===== src/hw/rtl/cis_pkg.sv =====
// Shared types, constants and codes for the cone isolation sum unit.
`default_nettype none
package cis_pkg;

	localparam int SUM_BITS_DEF = 24;
	localparam int PT_W         = 16;
	localparam int ANG_W        = 12;
	localparam int DIFF_W       = ANG_W + 1;
	localparam int SQ_W         = 24;
	localparam int DSQ_W        = SQ_W + 1;
	localparam int R_W          = 10;
	localparam int CONE_SQ_W    = 2 * R_W;
	localparam int Q_W          = 16;
	localparam int DC_W         = 11;
	localparam int CFG_IDX_W    = 2;
	localparam int CFG_DATA_W   = 16;
	localparam int KIND_W       = 2;
	localparam int PDG_W        = 9;
	localparam int VLINK_W      = 2;
	localparam int FRAC_SHIFT   = 9;

	localparam logic [PT_W-1:0] PT_LOW_LIMIT = 16'd320;
	localparam logic [PT_W-1:0] PT_THRESH    = 16'd32;
	localparam logic signed [ANG_W-1:0] ENDCAP_ETA = 12'sd757;
	localparam logic signed [DIFF_W-1:0] PHI_PI  = 13'sd1608;
	localparam logic signed [DIFF_W-1:0] PHI_2PI = 13'sd3217;

	localparam logic [DC_W-1:0] DC_NONE       = 11'd0;
	localparam logic [DC_W-1:0] DC_ELE_CH     = 11'd59;
	localparam logic [DC_W-1:0] DC_ELE_PH     = 11'd1678;
	localparam logic [DC_W-1:0] DC_MU_CH      = 11'd1;
	localparam logic [DC_W-1:0] DC_MU_NEUTRAL = 11'd27;

	localparam logic [PDG_W-1:0] PDG_MIN     = 9'd7;
	localparam logic [PDG_W-1:0] PDG_PHOTON  = 9'd22;
	localparam logic [PDG_W-1:0] PDG_K0_LONG = 9'd130;
	localparam logic [PDG_W-1:0] PDG_PION    = 9'd211;

	localparam logic [KIND_W-1:0] KIND_ELECTRON = 2'd1;
	localparam logic [KIND_W-1:0] KIND_MUON     = 2'd2;

	localparam logic [VLINK_W-1:0] VLINK_LOOSE = 2'd1;

	localparam logic [CFG_IDX_W-1:0] CFG_CONE_MIN     = 2'd0;
	localparam logic [CFG_IDX_W-1:0] CFG_CONE_MAX     = 2'd1;
	localparam logic [CFG_IDX_W-1:0] CFG_RADIUS_SCALE = 2'd2;
	localparam logic [CFG_IDX_W-1:0] CFG_CHARGED_ONLY = 2'd3;

	localparam logic [1:0] BIN_PH = 2'd0;
	localparam logic [1:0] BIN_NH = 2'd1;
	localparam logic [1:0] BIN_CH = 2'd2;
	localparam logic [1:0] BIN_PU = 2'd3;

	localparam logic [R_W-1:0]  CONE_MIN_RST     = 10'd26;
	localparam logic [R_W-1:0]  CONE_MAX_RST     = 10'd102;
	localparam logic [PT_W-1:0] RADIUS_SCALE_RST = 16'd640;

	typedef enum logic [3:0] {
		ST_IDLE,
		ST_SQ,
		ST_ACC,
		ST_REF,
		ST_DIV_REF,
		ST_CLAMP,
		ST_CONE,
		ST_RES_S2,
		ST_RES_SUM,
		ST_RES_START,
		ST_DIV_RES,
		ST_OUT
	} cis_state_t;

	typedef struct packed {
		logic                    func;
		logic [PT_W-1:0]         pt;
		logic signed [ANG_W-1:0] eta;
		logic signed [ANG_W-1:0] phi;
		logic [KIND_W-1:0]       kind;
		logic [PDG_W-1:0]        abs_pdg;
		logic                    is_charged;
		logic [VLINK_W-1:0]      vertex_link;
		logic                    last;
	} cis_item_t;

	typedef struct packed {
		logic in_take;
		logic sq;
		logic acc;
		logic ref_load;
		logic div_start_ref;
		logic div_start_res;
		logic clamp;
		logic cone;
		logic res_s2;
		logic res_sum;
		logic out_load;
	} cis_cmd_t;

	typedef struct packed {
		logic last_s1;
		logic last_s2;
		logic div_done;
		logic out_free;
	} cis_sts_t;

endpackage
`default_nettype wire


===== src/hw/rtl/cis_if.sv =====
// Valid/ready channel interfaces for input items and result items.
`default_nettype none
interface cis_item_if;
	import cis_pkg::*;
	logic                    valid;
	logic                    ready;
	logic                    func;
	logic [PT_W-1:0]         pt;
	logic signed [ANG_W-1:0] eta;
	logic signed [ANG_W-1:0] phi;
	logic [KIND_W-1:0]       kind;
	logic [PDG_W-1:0]        abs_pdg;
	logic                    is_charged;
	logic [VLINK_W-1:0]      vertex_link;
	logic                    last;

	modport source (
		output valid, func, pt, eta, phi, kind, abs_pdg, is_charged, vertex_link, last,
		input  ready
	);
	modport sink (
		input  valid, func, pt, eta, phi, kind, abs_pdg, is_charged, vertex_link, last,
		output ready
	);
endinterface

interface cis_result_if;
	import cis_pkg::*;
	logic           valid;
	logic           ready;
	logic [Q_W-1:0] iso_ratio;
	logic           low_pt;

	modport source (output valid, iso_ratio, low_pt, input ready);
	modport sink (input valid, iso_ratio, low_pt, output ready);
endinterface
`default_nettype wire


===== src/hw/rtl/cis_div.sv =====
// Restoring divider, one quotient bit per cycle, 16-bit saturating quotient.
`default_nettype none
module cis_div
	import cis_pkg::*;
#(
	parameter int DIV_W = SUM_BITS_DEF + Q_W
) (
	input  wire logic             clk,
	input  wire logic             arst_n,
	input  wire logic             start,
	input  wire logic [DIV_W-1:0] dividend,
	input  wire logic [PT_W-1:0]  divisor,
	output logic                  done,
	output logic [Q_W-1:0]        quo
);

	localparam int HI_W  = DIV_W - Q_W;
	localparam int CNT_W = $clog2(Q_W + 1);

	logic [CNT_W-1:0] cnt_q;
	logic [PT_W-1:0]  rem_q;
	logic [Q_W-1:0]   low_q;
	logic [Q_W-1:0]   quo_q;
	logic [PT_W-1:0]  dvs_q;
	logic             sat_q;

	logic [HI_W-1:0]  hi;
	logic [PT_W:0]    trial;
	logic [PT_W:0]    diff;
	logic             ge;

	assign hi    = dividend[DIV_W-1:Q_W];
	assign trial = {rem_q, low_q[Q_W-1]};
	assign diff  = trial - {1'b0, dvs_q};
	assign ge    = trial >= {1'b0, dvs_q};
	assign done  = cnt_q == '0;
	assign quo   = sat_q ? '1 : quo_q;

	always_ff @(posedge clk or negedge arst_n) begin
		if (!arst_n) begin
			cnt_q <= '0;
		end else if (start) begin
			cnt_q <= CNT_W'(Q_W);
		end else if (!done) begin
			cnt_q <= cnt_q - CNT_W'(1);
		end
	end

	always_ff @(posedge clk) begin
		if (start) begin
			sat_q <= hi >= HI_W'(divisor);
			rem_q <= hi[PT_W-1:0];
			low_q <= dividend[Q_W-1:0];
			dvs_q <= divisor;
			quo_q <= '0;
		end else if (!done) begin
			rem_q <= ge ? diff[PT_W-1:0] : trial[PT_W-1:0];
			low_q <= {low_q[Q_W-2:0], 1'b0};
			quo_q <= {quo_q[Q_W-2:0], ge};
		end
	end

endmodule
`default_nettype wire


===== src/hw/rtl/cis_datapath.sv =====
// Datapath: configuration, reference registers, distance stages, bins, divider, output register.
`default_nettype none
module cis_datapath
	import cis_pkg::*;
#(
	parameter int SUM_BITS = SUM_BITS_DEF
) (
	input  wire logic                  clk,
	input  wire logic                  arst_n,
	input  wire logic                  cfg_we,
	input  wire logic [CFG_IDX_W-1:0]  cfg_index,
	input  wire logic [CFG_DATA_W-1:0] cfg_data,
	input  wire cis_item_t             item,
	input  wire cis_cmd_t              cmd,
	output cis_sts_t                   sts,
	input  wire logic                  out_ready,
	output logic                       out_valid,
	output logic [Q_W-1:0]             iso_ratio,
	output logic                       low_pt
);

	localparam int DIV_W = SUM_BITS + Q_W;
	localparam int S2_W  = SUM_BITS + 3;

	// configuration
	logic [R_W-1:0]  cone_min_q;
	logic [R_W-1:0]  cone_max_q;
	logic [PT_W-1:0] radius_scale_q;
	logic            charged_only_q;

	always_ff @(posedge clk or negedge arst_n) begin
		if (!arst_n) begin
			cone_min_q     <= CONE_MIN_RST;
			cone_max_q     <= CONE_MAX_RST;
			radius_scale_q <= RADIUS_SCALE_RST;
			charged_only_q <= 1'b0;
		end else if (cfg_we) begin
			unique case (cfg_index)
				CFG_CONE_MIN:     cone_min_q     <= cfg_data[R_W-1:0];
				CFG_CONE_MAX:     cone_max_q     <= cfg_data[R_W-1:0];
				CFG_RADIUS_SCALE: radius_scale_q <= cfg_data;
				CFG_CHARGED_ONLY: charged_only_q <= cfg_data[0];
				default: ;
			endcase
		end
	end

	// reference state
	logic [PT_W-1:0]         ref_pt_q;
	logic signed [ANG_W-1:0] ref_eta_q;
	logic signed [ANG_W-1:0] ref_phi_q;
	logic [KIND_W-1:0]       ref_kind_q;
	logic [CONE_SQ_W-1:0]    cone_sq_q;
	logic [R_W-1:0]          r_q;

	// stage 1: captured item and angular differences
	cis_item_t                item_s1;
	logic signed [DIFF_W-1:0] deta_s1;
	logic signed [DIFF_W-1:0] dphi_s1;
	logic signed [DIFF_W-1:0] deta;
	logic signed [DIFF_W-1:0] dphi_raw;
	logic signed [DIFF_W-1:0] dphi;

	always_comb begin
		deta     = $signed({item.eta[ANG_W-1], item.eta}) - $signed({ref_eta_q[ANG_W-1], ref_eta_q});
		dphi_raw = $signed({item.phi[ANG_W-1], item.phi}) - $signed({ref_phi_q[ANG_W-1], ref_phi_q});
		if (dphi_raw > PHI_PI) begin
			dphi = dphi_raw - PHI_2PI;
		end else if (dphi_raw < -PHI_PI) begin
			dphi = dphi_raw + PHI_2PI;
		end else begin
			dphi = dphi_raw;
		end
	end

	always_ff @(posedge clk) begin
		if (cmd.in_take) begin
			item_s1 <= item;
			deta_s1 <= deta;
			dphi_s1 <= dphi;
		end
	end

	// stage 2: squares
	logic signed [2*DIFF_W-1:0] deta_p;
	logic signed [2*DIFF_W-1:0] dphi_p;
	logic [SQ_W-1:0]            deta_sq_s2;
	logic [SQ_W-1:0]            dphi_sq_s2;
	logic [PT_W-1:0]            pt_s2;
	logic [PDG_W-1:0]           pdg_s2;
	logic                       chg_s2;
	logic [VLINK_W-1:0]         vlink_s2;
	logic                       last_s2;

	assign deta_p = (2*DIFF_W)'(deta_s1) * (2*DIFF_W)'(deta_s1);
	assign dphi_p = (2*DIFF_W)'(dphi_s1) * (2*DIFF_W)'(dphi_s1);

	always_ff @(posedge clk) begin
		if (cmd.sq) begin
			deta_sq_s2 <= deta_p[SQ_W-1:0];
			dphi_sq_s2 <= dphi_p[SQ_W-1:0];
			pt_s2      <= item_s1.pt;
			pdg_s2     <= item_s1.abs_pdg;
			chg_s2     <= item_s1.is_charged;
			vlink_s2   <= item_s1.vertex_link;
		end
	end

	always_ff @(posedge clk or negedge arst_n) begin
		if (!arst_n) begin
			last_s2 <= 1'b0;
		end else if (cmd.sq) begin
			last_s2 <= item_s1.last;
		end
	end

	// accumulate: cone test, dead cones, bin select
	logic [DSQ_W-1:0]    dsq;
	logic [DC_W-1:0]     dc_ch, dc_pu, dc_ph, dc_nh;
	logic [PT_W-1:0]     thr;
	logic                endcap;
	logic                bin_en;
	logic [1:0]          bin_idx;
	logic [SUM_BITS-1:0] bin_q [4];
	logic [SUM_BITS:0]   bin_sum;
	logic [SUM_BITS-1:0] bin_next;

	always_comb begin
		dsq    = {1'b0, deta_sq_s2} + {1'b0, dphi_sq_s2};
		endcap = (ref_eta_q > ENDCAP_ETA) || (ref_eta_q < -ENDCAP_ETA);
		thr    = (ref_kind_q == KIND_ELECTRON) ? '0 : PT_THRESH;
		dc_ch  = DC_NONE;
		dc_pu  = DC_NONE;
		dc_ph  = DC_NONE;
		dc_nh  = DC_NONE;
		if (ref_kind_q == KIND_ELECTRON) begin
			if (endcap) begin
				dc_ch = DC_ELE_CH;
				dc_pu = DC_ELE_CH;
				dc_ph = DC_ELE_PH;
			end
		end else if (ref_kind_q == KIND_MUON) begin
			dc_ch = DC_MU_CH;
			dc_pu = DC_MU_NEUTRAL;
			dc_ph = DC_MU_NEUTRAL;
			dc_nh = DC_MU_NEUTRAL;
		end
		bin_en  = 1'b0;
		bin_idx = BIN_PH;
		if (pdg_s2 >= PDG_MIN && dsq <= DSQ_W'(cone_sq_q)) begin
			if (!chg_s2) begin
				if (pt_s2 > thr) begin
					if (pdg_s2 == PDG_PHOTON) begin
						bin_en  = dsq >= DSQ_W'(dc_ph);
						bin_idx = BIN_PH;
					end else if (pdg_s2 == PDG_K0_LONG) begin
						bin_en  = dsq >= DSQ_W'(dc_nh);
						bin_idx = BIN_NH;
					end
				end
			end else if (vlink_s2 > VLINK_LOOSE) begin
				bin_en  = (pdg_s2 == PDG_PION) && (dsq >= DSQ_W'(dc_ch));
				bin_idx = BIN_CH;
			end else begin
				bin_en  = (pt_s2 > thr) && (dsq >= DSQ_W'(dc_pu));
				bin_idx = BIN_PU;
			end
		end
		bin_sum  = {1'b0, bin_q[bin_idx]} + (SUM_BITS + 1)'(pt_s2);
		bin_next = bin_sum[SUM_BITS] ? '1 : bin_sum[SUM_BITS-1:0];
	end

	always_ff @(posedge clk or negedge arst_n) begin
		if (!arst_n) begin
			for (int i = 0; i < 4; i++) begin
				bin_q[i] <= '0;
			end
		end else if (cmd.ref_load) begin
			for (int i = 0; i < 4; i++) begin
				bin_q[i] <= '0;
			end
		end else if (cmd.acc && bin_en) begin
			bin_q[bin_idx] <= bin_next;
		end
	end

	// reference load and cone radius
	logic [Q_W-1:0]   div_quo;
	logic             div_done;
	logic [DIV_W-1:0] div_dividend;
	logic [PT_W-1:0]  div_divisor;
	logic [R_W-1:0]   r_clip;
	logic [R_W-1:0]   r_new;

	always_comb begin
		r_clip = (div_quo < Q_W'(cone_max_q)) ? div_quo[R_W-1:0] : cone_max_q;
		r_new  = (r_clip < cone_min_q) ? cone_min_q : r_clip;
	end

	always_ff @(posedge clk or negedge arst_n) begin
		if (!arst_n) begin
			ref_pt_q   <= '0;
			ref_eta_q  <= '0;
			ref_phi_q  <= '0;
			ref_kind_q <= '0;
			cone_sq_q  <= '0;
		end else begin
			if (cmd.ref_load) begin
				ref_pt_q   <= item_s1.pt;
				ref_eta_q  <= item_s1.eta;
				ref_phi_q  <= item_s1.phi;
				ref_kind_q <= item_s1.kind;
			end
			if (cmd.cone) begin
				cone_sq_q <= CONE_SQ_W'(r_q) * CONE_SQ_W'(r_q);
			end
		end
	end

	always_ff @(posedge clk) begin
		if (cmd.clamp) begin
			r_q <= r_new;
		end
	end

	// result sum
	logic [SUM_BITS:0]          phnh;
	logic signed [S2_W-1:0]     s2_q;
	logic [SUM_BITS:0]          ch2_q;
	logic [S2_W-1:0]            sum_q;
	logic                       s2_nonpos;

	assign phnh      = {1'b0, bin_q[BIN_PH]} + {1'b0, bin_q[BIN_NH]};
	assign s2_nonpos = s2_q[S2_W-1] || (s2_q == '0);

	always_ff @(posedge clk) begin
		if (cmd.res_s2) begin
			s2_q  <= $signed({1'b0, phnh, 1'b0}) - $signed({3'b000, bin_q[BIN_PU]});
			ch2_q <= {bin_q[BIN_CH], 1'b0};
		end
		if (cmd.res_sum) begin
			sum_q <= (charged_only_q || s2_nonpos) ? S2_W'(ch2_q)
			                                       : $unsigned(s2_q) + S2_W'(ch2_q);
		end
	end

	// shared divider
	assign div_dividend = cmd.div_start_ref ? DIV_W'({radius_scale_q, FRAC_SHIFT'(0)})
	                                        : DIV_W'({sum_q, FRAC_SHIFT'(0)});
	assign div_divisor  = cmd.div_start_ref ? item_s1.pt : ref_pt_q;

	cis_div #(
		.DIV_W (DIV_W)
	) u_div (
		.clk      (clk),
		.arst_n   (arst_n),
		.start    (cmd.div_start_ref || cmd.div_start_res),
		.dividend (div_dividend),
		.divisor  (div_divisor),
		.done     (div_done),
		.quo      (div_quo)
	);

	// output register
	logic           out_valid_q;
	logic [Q_W-1:0] iso_ratio_q;
	logic           low_pt_q;
	logic           is_low;

	assign is_low = ref_pt_q < PT_LOW_LIMIT;

	always_ff @(posedge clk or negedge arst_n) begin
		if (!arst_n) begin
			out_valid_q <= 1'b0;
		end else if (cmd.out_load) begin
			out_valid_q <= 1'b1;
		end else if (out_ready) begin
			out_valid_q <= 1'b0;
		end
	end

	always_ff @(posedge clk) begin
		if (cmd.out_load) begin
			iso_ratio_q <= is_low ? '1 : div_quo;
			low_pt_q    <= is_low;
		end
	end

	assign out_valid = out_valid_q;
	assign iso_ratio = iso_ratio_q;
	assign low_pt    = low_pt_q;

	assign sts.last_s1  = item_s1.last;
	assign sts.last_s2  = last_s2;
	assign sts.div_done = div_done;
	assign sts.out_free = !out_valid_q || out_ready;

endmodule
`default_nettype wire


===== src/hw/rtl/cis_ctrl.sv =====
// Controller state machine: sequences accumulate, reference load and result steps.
`default_nettype none
module cis_ctrl
	import cis_pkg::*;
(
	input  wire logic     clk,
	input  wire logic     arst_n,
	input  wire logic     in_valid,
	input  wire logic     in_func,
	input  wire cis_sts_t sts,
	output logic          in_ready,
	output cis_cmd_t      cmd
);

	cis_state_t state_q;
	cis_state_t state_d;

	always_ff @(posedge clk or negedge arst_n) begin
		if (!arst_n) begin
			state_q <= ST_IDLE;
		end else begin
			state_q <= state_d;
		end
	end

	always_comb begin
		state_d = state_q;
		unique case (state_q)
			ST_IDLE: begin
				if (in_valid) begin
					state_d = in_func ? ST_SQ : ST_REF;
				end
			end
			ST_SQ: state_d = ST_ACC;
			ST_ACC: begin
				if (sts.last_s2) begin
					state_d = ST_RES_S2;
				end else if (in_valid) begin
					state_d = in_func ? ST_SQ : ST_REF;
				end else begin
					state_d = ST_IDLE;
				end
			end
			ST_REF: state_d = ST_DIV_REF;
			ST_DIV_REF: begin
				if (sts.div_done) begin
					state_d = ST_CLAMP;
				end
			end
			ST_CLAMP: state_d = ST_CONE;
			ST_CONE: state_d = sts.last_s1 ? ST_RES_S2 : ST_IDLE;
			ST_RES_S2: state_d = ST_RES_SUM;
			ST_RES_SUM: state_d = ST_RES_START;
			ST_RES_START: state_d = ST_DIV_RES;
			ST_DIV_RES: begin
				if (sts.div_done) begin
					state_d = ST_OUT;
				end
			end
			ST_OUT: begin
				if (sts.out_free) begin
					state_d = ST_IDLE;
				end
			end
			default: state_d = ST_IDLE;
		endcase
	end

	always_comb begin
		cmd      = '0;
		in_ready = 1'b0;
		unique case (state_q)
			ST_IDLE:      in_ready = 1'b1;
			ST_SQ:        cmd.sq = 1'b1;
			ST_ACC: begin
				cmd.acc  = 1'b1;
				in_ready = !sts.last_s2;
			end
			ST_REF: begin
				cmd.ref_load      = 1'b1;
				cmd.div_start_ref = 1'b1;
			end
			ST_DIV_REF:   ;
			ST_CLAMP:     cmd.clamp = sts.div_done;
			ST_CONE:      cmd.cone = 1'b1;
			ST_RES_S2:    cmd.res_s2 = 1'b1;
			ST_RES_SUM:   cmd.res_sum = 1'b1;
			ST_RES_START: cmd.div_start_res = 1'b1;
			ST_DIV_RES:   ;
			ST_OUT:       cmd.out_load = sts.out_free;
			default:      ;
		endcase
		cmd.in_take = in_valid && in_ready;
	end

	a_out_load_free: assert property (@(posedge clk) disable iff (!arst_n)
		cmd.out_load |-> sts.out_free)
		else $error("result loaded while output register busy");

	a_div_start_idle: assert property (@(posedge clk) disable iff (!arst_n)
		(cmd.div_start_ref || cmd.div_start_res) |-> sts.div_done)
		else $error("divider started while busy");

	a_take_spacing: assert property (@(posedge clk) disable iff (!arst_n)
		cmd.in_take |=> !cmd.in_take)
		else $error("items taken in consecutive cycles");

	a_acc_after_sq: assert property (@(posedge clk) disable iff (!arst_n)
		cmd.sq |=> cmd.acc)
		else $error("squares not followed by accumulate");

endmodule
`default_nettype wire


===== src/hw/rtl/cone_isolation_sum_unit.sv =====
// Top level of the cone isolation sum unit: controller, datapath and channel wiring.
//
//  channel  role    handshake     payload
//  in_item  sink    valid/ready   func pt eta phi kind abs_pdg is_charged vertex_link last
//  res      source  valid/ready   iso_ratio low_pt
//  cfg      write   cfg_we        cfg_index cfg_data
//
// A candidate item is squared and then accumulated; unless it is last, the next item is taken while it accumulates.
// A reference item waits on the 16-step shared divider for the radius, which is then clamped and squared.
// A last item then adds the result sum and the ratio division before the next take.
// Reset is asynchronous and clears the configuration, the reference state, the bins, the state and the output valid.
// The result register holds a result while res.ready is low; res.ready stalls the unit only once it is full.
`default_nettype none
module cone_isolation_sum_unit
	import cis_pkg::*;
#(
	parameter int SUM_BITS = SUM_BITS_DEF
) (
	input  wire logic                  clk,
	input  wire logic                  arst_n,
	input  wire logic                  cfg_we,
	input  wire logic [CFG_IDX_W-1:0]  cfg_index,
	input  wire logic [CFG_DATA_W-1:0] cfg_data,
	cis_item_if.sink                   in_item,
	cis_result_if.source               res
);

	cis_item_t item;
	cis_cmd_t  cmd;
	cis_sts_t  sts;

	assign item.func        = in_item.func;
	assign item.pt          = in_item.pt;
	assign item.eta         = in_item.eta;
	assign item.phi         = in_item.phi;
	assign item.kind        = in_item.kind;
	assign item.abs_pdg     = in_item.abs_pdg;
	assign item.is_charged  = in_item.is_charged;
	assign item.vertex_link = in_item.vertex_link;
	assign item.last        = in_item.last;

	cis_ctrl u_ctrl (
		.clk      (clk),
		.arst_n   (arst_n),
		.in_valid (in_item.valid),
		.in_func  (in_item.func),
		.sts      (sts),
		.in_ready (in_item.ready),
		.cmd      (cmd)
	);

	cis_datapath #(
		.SUM_BITS (SUM_BITS)
	) u_dp (
		.clk       (clk),
		.arst_n    (arst_n),
		.cfg_we    (cfg_we),
		.cfg_index (cfg_index),
		.cfg_data  (cfg_data),
		.item      (item),
		.cmd       (cmd),
		.sts       (sts),
		.out_ready (res.ready),
		.out_valid (res.valid),
		.iso_ratio (res.iso_ratio),
		.low_pt    (res.low_pt)
	);

endmodule
`default_nettype wire

===== src/flat_wrapper.sv =====
// flat-port wrapper written by rule: the top's interface ports become plain ports
module cone_isolation_sum_unit_flat import cis_pkg::*;
#(
	parameter int SUM_BITS = SUM_BITS_DEF
)
  (clk, arst_n, cfg_we, cfg_index, cfg_data, in_item_valid, in_item_func, in_item_pt, in_item_eta, in_item_phi, in_item_kind, in_item_abs_pdg, in_item_is_charged, in_item_vertex_link, in_item_last, in_item_ready, res_valid, res_iso_ratio, res_low_pt, res_ready);
  cis_item_if in_item_i ();
  cis_result_if res_i ();
  input  wire logic clk;
  input  wire logic arst_n;
  input  wire logic cfg_we;
  input  wire logic [CFG_IDX_W-1:0] cfg_index;
  input  wire logic [CFG_DATA_W-1:0] cfg_data;
  input wire logic [$bits(in_item_i.valid)-1:0] in_item_valid;
  input wire logic [$bits(in_item_i.func)-1:0] in_item_func;
  input wire logic [$bits(in_item_i.pt)-1:0] in_item_pt;
  input wire logic [$bits(in_item_i.eta)-1:0] in_item_eta;
  input wire logic [$bits(in_item_i.phi)-1:0] in_item_phi;
  input wire logic [$bits(in_item_i.kind)-1:0] in_item_kind;
  input wire logic [$bits(in_item_i.abs_pdg)-1:0] in_item_abs_pdg;
  input wire logic [$bits(in_item_i.is_charged)-1:0] in_item_is_charged;
  input wire logic [$bits(in_item_i.vertex_link)-1:0] in_item_vertex_link;
  input wire logic [$bits(in_item_i.last)-1:0] in_item_last;
  output wire logic [$bits(in_item_i.ready)-1:0] in_item_ready;
  output wire logic [$bits(res_i.valid)-1:0] res_valid;
  output wire logic [$bits(res_i.iso_ratio)-1:0] res_iso_ratio;
  output wire logic [$bits(res_i.low_pt)-1:0] res_low_pt;
  input wire logic [$bits(res_i.ready)-1:0] res_ready;
  assign in_item_i.valid = in_item_valid;
  assign in_item_i.func = in_item_func;
  assign in_item_i.pt = in_item_pt;
  assign in_item_i.eta = in_item_eta;
  assign in_item_i.phi = in_item_phi;
  assign in_item_i.kind = in_item_kind;
  assign in_item_i.abs_pdg = in_item_abs_pdg;
  assign in_item_i.is_charged = in_item_is_charged;
  assign in_item_i.vertex_link = in_item_vertex_link;
  assign in_item_i.last = in_item_last;
  assign in_item_ready = in_item_i.ready;
  assign res_valid = res_i.valid;
  assign res_iso_ratio = res_i.iso_ratio;
  assign res_low_pt = res_i.low_pt;
  assign res_i.ready = res_ready;
  cone_isolation_sum_unit #(.SUM_BITS(SUM_BITS)) u_core (.clk(clk), .arst_n(arst_n), .cfg_we(cfg_we), .cfg_index(cfg_index), .cfg_data(cfg_data), .in_item(in_item_i), .res(res_i));
endmodule

===== config.mk =====
export PLATFORM = sky130hd
export DESIGN_NAME = cone_isolation_sum_unit_flat
export DESIGN_NICKNAME = d
export VERILOG_FILES = /design/src/hw/rtl/cis_pkg.sv /design/src/hw/rtl/cis_if.sv /design/src/hw/rtl/cis_div.sv /design/src/hw/rtl/cis_datapath.sv /design/src/hw/rtl/cis_ctrl.sv /design/src/hw/rtl/cone_isolation_sum_unit.sv /design/src/flat_wrapper.sv
export SDC_FILE = /design/constraint.sdc
export NUM_CORES = 2
export LEC_CHECK = 0
export ABC_AREA = 1
export BUFFER_PORTS_ARGS = -buffer_cell sky130_fd_sc_hd__buf_2
export CAP_MARGIN = 20
export CORE_ASPECT_RATIO = 1.4
export CORE_UTILIZATION = 39
export CTS_CLUSTER_SIZE = 14
export DETAILED_ROUTE_END_ITERATION = 6
export PLACE_DENSITY = 0.64
export SYNTH_ARGS = -nofsm -noshare
export SYNTH_HDL_FRONTEND = slang
export SYNTH_SLANG_ARGS = --single-unit

===== constraint.sdc =====
create_clock -name clk -period 13.8 [get_ports clk]
set_input_delay 2.76 -clock clk [delete_from_list [all_inputs] [get_ports clk]]
set_output_delay 2.76 -clock clk [all_outputs]
set_load 0.01 [all_outputs]

# Yosys cells after proc, flatten, opt, wreduce, memory -nomap -nowiden
# Cells that the tools add are included.
# op_classes
addsub	11
n_mul	3
div	0
magnitude_cmp	19
eq_ne	24
n_shift	0
n_mux	66
bitwise_logic	1
reduce_logical	24
# ops
cell	count
$mux W96	2
$mux W16	7
$ge A25 B11 Y1	4
$bwmux W96	1
$mux W24	4
$add A24 B24 Y25	2
$bmux W24 S2	1
$demux W24 S2	1
$mul A13 B13 Y24	2
$pmux W4 S12	1
$mux W11	4
$mux W36	1
$add A27 B25 Y27	1
$logic_not A27 Y1	1
$sub A26 B24 Y27	1
$mux W13	2
$sub A12 B12 Y13	2
$add A24 B16 Y25	1
$le A25 B20 Y1	1
$mux W25	1
$mux W1	21
$ge A20 B16 Y1	1
$mul A10 B10 Y20	1
$mux W10	2
43 further kinds	83
# word_totals
ff_bits	533
latch_bits	0
ramBits	0
romBits	0
in_bits	79
n_memories	0

# Depth between registers and ports, before layout
# logic_depth
depth_word	15
depth_mapped	46
ltp_nobuf	45

# Cells and area by module
# A second synthesis with hierarchy kept.
# unflattened
cells_unflattened	5162
hier_area_um2	44078.5
# by_module_without_submodules
mod	n_inst	cells_per_inst	area_each_um2
cis_datapath	1	4512	39186.3
cis_div	1	578	4468.0
cis_ctrl	1	72	424.2

# Worst setup path before layout
# Ideal clock, no wire load.
# synth_timing
kind	register to register
from	register u_core.u_dp.dphi_s1[12]
to	register u_core.u_dp.dphi_sq_s2[22], data pin
t_arrival_ns	5.882
setup_slack_ns	7.653
stages_incl_launch_ff	25
path_buffers	2
synth_period_minus_slack_ns	6.147
cell_sequence	edfxtp_1 clkbuf_1 clkbuf_1 nand2_1 fa_1 fa_1 inv_1 fa_1 inv_1 fa_1 inv_1 fa_1 fa_1 ha_1 nand2_1 nor2_1 a211oi_1 o21ai_0 nand2_1 nand2_1 a21boi_0 o21ai_0 a21oi_1 o21ai_0 xor2_1
# synth_via
elab_chain_len	1
# synth_rtl
item	line	source
start: declaration	cis_datapath.sv:59	logic signed [DIFF_W-1:0] dphi_s1;
start signal: assignment	cis_datapath.sv:80	dphi_s1 <= dphi;
$mul A13 B13 Y24	cis_datapath.sv:96	assign dphi_p = (2*DIFF_W)'(dphi_s1) * (2*DIFF_W)'(dphi_s1);
via u_core.u_dp.dphi_p[22]	cis_datapath.sv:86	logic signed [2*DIFF_W-1:0] dphi_p;
end signal: assignment	cis_datapath.sv:101	dphi_sq_s2 <= dphi_p[SQ_W-1:0];
end: declaration	cis_datapath.sv:88	logic [SQ_W-1:0] dphi_sq_s2;
# The timed path passes the listed nets, and every way through them passes these cells.
# A chain may end at the register's enable or synchronous reset.

# Final worst setup path
# layout_timing
from	register u_core.u_dp.deta_sq_s2[2]
to	register u_core.u_dp.bin_q[36] in the netlist's numbering
# layout_via
elab_chain_len	13
# layout_rtl
item	line	source
start: declaration	cis_datapath.sv:87	logic [SQ_W-1:0] deta_sq_s2;
start signal: assignment	cis_datapath.sv:100	deta_sq_s2 <= deta_p[SQ_W-1:0];
$add A24 B24 Y25 (*)	cis_datapath.sv:129	dsq = {1'b0, deta_sq_s2} + {1'b0, dphi_sq_s2};
$le A25 B20 Y1	cis_datapath.sv:150	if (pdg_s2 >= PDG_MIN && dsq <= DSQ_W'(cone_sq_q)) begin
$logic_and A1 B1 Y1	cis_datapath.sv:150	
$mux W2	cis_datapath.sv:150	
$not A2 Y3 (implied by the code)	cis_datapath.sv:169, cis_datapath.sv:183	
$bmux W24 S2	cis_datapath.sv:169	bin_sum = {1'b0, bin_q[bin_idx]} + (SUM_BITS + 1)'(pt_s2);
$mux W24 (implied by the code) (2 in a row)	cis_datapath.sv:169	
$add A24 B16 Y25	cis_datapath.sv:169	
$mux W24	cis_datapath.sv:170	bin_next = bin_sum[SUM_BITS] ? '1 : bin_sum[SUM_BITS-1:0];
$bwmux W96	cis_datapath.sv:183	bin_q[bin_idx] <= bin_next;
$mux W96	cis_datapath.sv:182	end else if (cmd.acc && bin_en) begin
$mux W96	cis_datapath.sv:178	end else if (cmd.ref_load) begin
end signal: indexed assignment	cis_datapath.sv:183	
end: declaration	cis_datapath.sv:124	logic [SUM_BITS-1:0] bin_q [4];
# Mark *: on every way between the ends. The rest lies on a longest branch, timed or not. The select of a mux whose other input is x is not followed.

==> flow_summary_export.csv <==
group,metric,value,unit
floorplan,num_rows,142,
timing,setup_viol,0,
timing,fin_crit_sh,0.587,
route,drt_iter0_markers,1821,
synth,synthMuxAreaShare,0.00209,
setup_path,crit_top_cell,"nand2_1",
setup_path,crit_type,"reg2reg",
synth,synth_top_family_by_area,"adder cells",
synth,synth_area,0.0425,sq mm
synth,async_flop_share,0.395,
synth,synthSimpleGateAreaFrac,0.178,
route,drt_pass1_iterations,5,
finish,nFillCells,10500,
finish,area_growth,9.68,%
route,viasPerCell,4.93,
timing,slew_violations,0,
timing,fin_crit,8.10,ns
floorplan,core,0.107,sq mm
placed_design,dp_hpwl,76.6,mm
clocking,cts_tree,"yes",
synth,yosysSeqAreaShare,0.339,
global_route,antenna_found_initial,1,
setup_path,arrival,8.67,ns
clocking,clkTransAtPathRegs,0.06,ns
global_route,overflow,0,
setup_path,cp-start-kind,"register",
clocking,cts-root-buf,"clkbuf_16",
route,wl_per_cell,15.4,um
synth,ys_types,60,
floorplan,die_area,0.110,sq mm
finish,drive_gt1_frac,0.0681,
synth,synth_area_per_cell,8.72,sq um
timing,relSlewSlack,0.331,
timing,timing.final.ws_setup,5.70,ns
synth,syn-num-nets,5669,
floorplan,fp.dieW,281,um
floorplan,fp.dieH,392,um
route,drc,0,
global_route,grt_first_pass_wirelength,163,mm
synth,synth_compound_area_frac,0.0807,
clocking,cts_resized,0,
synth,synth-edff-count,298,
floorplan,start_util,0.395,
timing,hold_viol,0,
setup_path,required,14.38,ns
placed_design,pre_cts_ws,5.86,ns
synth,ys.flop_type,"edfxtp_1",
route,dr_total_vias,31700,
status,outcome,"finished, final reports clean",
route,drt-total-wl,99.1,mm
finish,layout.cells.most_common,"nand2_1",
timing,tns,0,ns
worst_hold_path,min_path_type,"reg2reg",
clocking,post-cts-setup-buffer-count,0,
setup_path,critPathSlowestCell,"inv_1",
finish,layout_common_cells,"nand2_1, inv_1, ha_1, fa_1, edfxtp_1",
clocking,clockBufferDepth,3,
timing,fin_skew,0.0216,ns
global_route,grt_start_max_net_pins,90,
placed_design,gp_congestion,0.897,
flow_run,maxCapViolations,0,
synth,syn_inst,4873,
global_route,grt_pass1_vias,32800,
synth,synth_xor_xnor_area_share,0.0417,
clocking,cts_num_sinks,519,
synth,synthAdderAreaFrac,0.268,
global_route,gr-usage-all-layers,0.185,
clocking,cts_hold_buf,0,
setup_path,path_max_fanout,22,
timing,tightest_slew,1.00,ns
clocking,cts_buffers,61,
timing,rsz0062_at_grt,"no",
synth,yosysWarnings,0,
finish,fin_nets,5736,
setup_path,slowest_delay,0.54,ns
floorplan,io_pins,98,
clocking,htree_levels,2,
placed_design,io_buffers,96,
clocking,clkLatencyLatePin,0.66,ns
route,postRouteAntennaNets,0,
timing,clock.fmax,0.124,GHz
synth,ys_ff_latch,519,
setup_path,endpoint_kind,"register",
==> synthesized netlist by cell type, drive strengths merged, types with 2 or more instances <==
cell type,count,area share
fa,323,0.15
nand3,243,0.030
a21o,22,0.0039
a21oi,229,0.027
nor3b,2,0.00035
inv,882,0.078
or2,31,0.0046
nand3b,8,0.0014
clkinv,2,0.00018
nor2,262,0.025
o21a,3,0.00053
clkbuf,84,0.0074
xnor2,67,0.014
and2,2,0.00029
o211ai,8,0.0014
a21boi,7,0.0012
mux2,7,0.0019
o31ai,7,0.0012
o22ai,24,0.0035
buf,34,0.0043
xor2,135,0.028
o21ai,258,0.030
a211oi,11,0.0019
a2111oi,4,0.00082
dfstp,9,0.0056
dfxtp,16,0.0075
nor4,20,0.0029
nor3,23,0.0028
dfrtp,196,0.12
o21bai,15,0.0027
nand4,31,0.0049
a31oi,12,0.0018
nand2,1181,0.11
o2111ai,3,0.00062
o221ai,11,0.0023
edfxtp,298,0.21
ha,394,0.12
==> per-layer routing <==
metal,wire length (um),share of wire,vias to the layer above,track usage
li1,-,-,15700,-
met1,40500,0.41,15300,0.216
met2,52000,0.52,591,0.348
met3,3600,0.036,160,0.0187
met4,2980,0.030,0,0.0597
met5,0,0,-,0
==> path summary, 6_finish.rpt <==
| check | start | endpoint | slack, ns | cells past startpoint |
|---|---|---|---|---|
| setup / recovery | u_core.u_dp.deta_sq_s2[2] | u_core.u_dp.bin_q[36] | 5.70 | 43 |
| hold / removal | u_core.u_dp.item_s1[4] | u_core.u_dp.pdg_s2[0] | 0.42 | 0 |
| setup reg to reg | u_core.u_dp.deta_sq_s2[2] | u_core.u_dp.bin_q[36] | 5.70 | 43 |
| hold reg to reg | u_core.u_dp.item_s1[4] | u_core.u_dp.pdg_s2[0] | 0.42 | 0 |
| max in group asynchronous | arst_n | u_core.u_dp.ref_phi_q[4] | 9.45 | 3 |
| min in group asynchronous | arst_n | u_core.u_dp.radius_scale_q[15] | 2.02 | 1 |
==> cell type report <==
type | count | area, sq um | area share
clock inverters | 39 | 440 | 0.00945
well taps | 1440 | 1800 | 0.0387
multi-input cells | 3352 | 24300 | 0.521
clock buffers | 76 | 1640 | 0.0353
flip-flops and latches | 519 | 14400 | 0.309
repair buffers | 122 | 686 | 0.0147
diodes | 2 | 5.00 | 0.000107
inverters | 884 | 3320 | 0.0713
==> cells by family after synthesis <==
| family | after synthesis |
|---|---|
| simple gates | 1805 |
| buf+inv | 1002 |
| fa+ha+maj | 717 |
| compound gates | 620 |
| flops | 519 |
| xor+xnor | 202 |
| mux | 8 |
==> critical path: cells and delay by family (launching register included) <==
kind                       cells  cell delay (ns)
and+or+nand+nor               27             3.48
AOI/OAI and AO/OA              7             1.78
adders and majority gates      5             1.53
buffers and inverters          4             0.74
DFF                            1             0.40
==> stage by stage <==
step | hold WS (ns) | cell area (sq um) | std cells | util
floorplan | 0.400 | 42500 | 4873 | -
global placement | 0.406 | 44500 | 6316 | 0.414
detailed placement | 0.406 | 44500 | 6316 | 0.414
CTS | 0.414 | 46600 | 6431 | 0.433
global route | 0.417 | 46600 | 6432 | 0.433
finish | 0.415 | 46600 | 6434 | 0.433
==> registers in the layout, indices dropped and copies added, names as in the netlist, 19 cells and up <==
name and cells:
u_core.u_dp.item_s1 53, u_core.u_dp.dphi_sq_s2 23, u_core.u_dp.bin_q 96, u_core.u_dp.deta_sq_s2 23, u_core.u_dp.ch2_q 24, u_core.u_dp.cone_sq_q 19
u_core.u_dp.sum_q 27, u_core.u_dp.s2_q 27
Power is left out: the tool's default activity adds up to more than one toggle a clock period on the data nets, which glitch-free logic cannot reach.
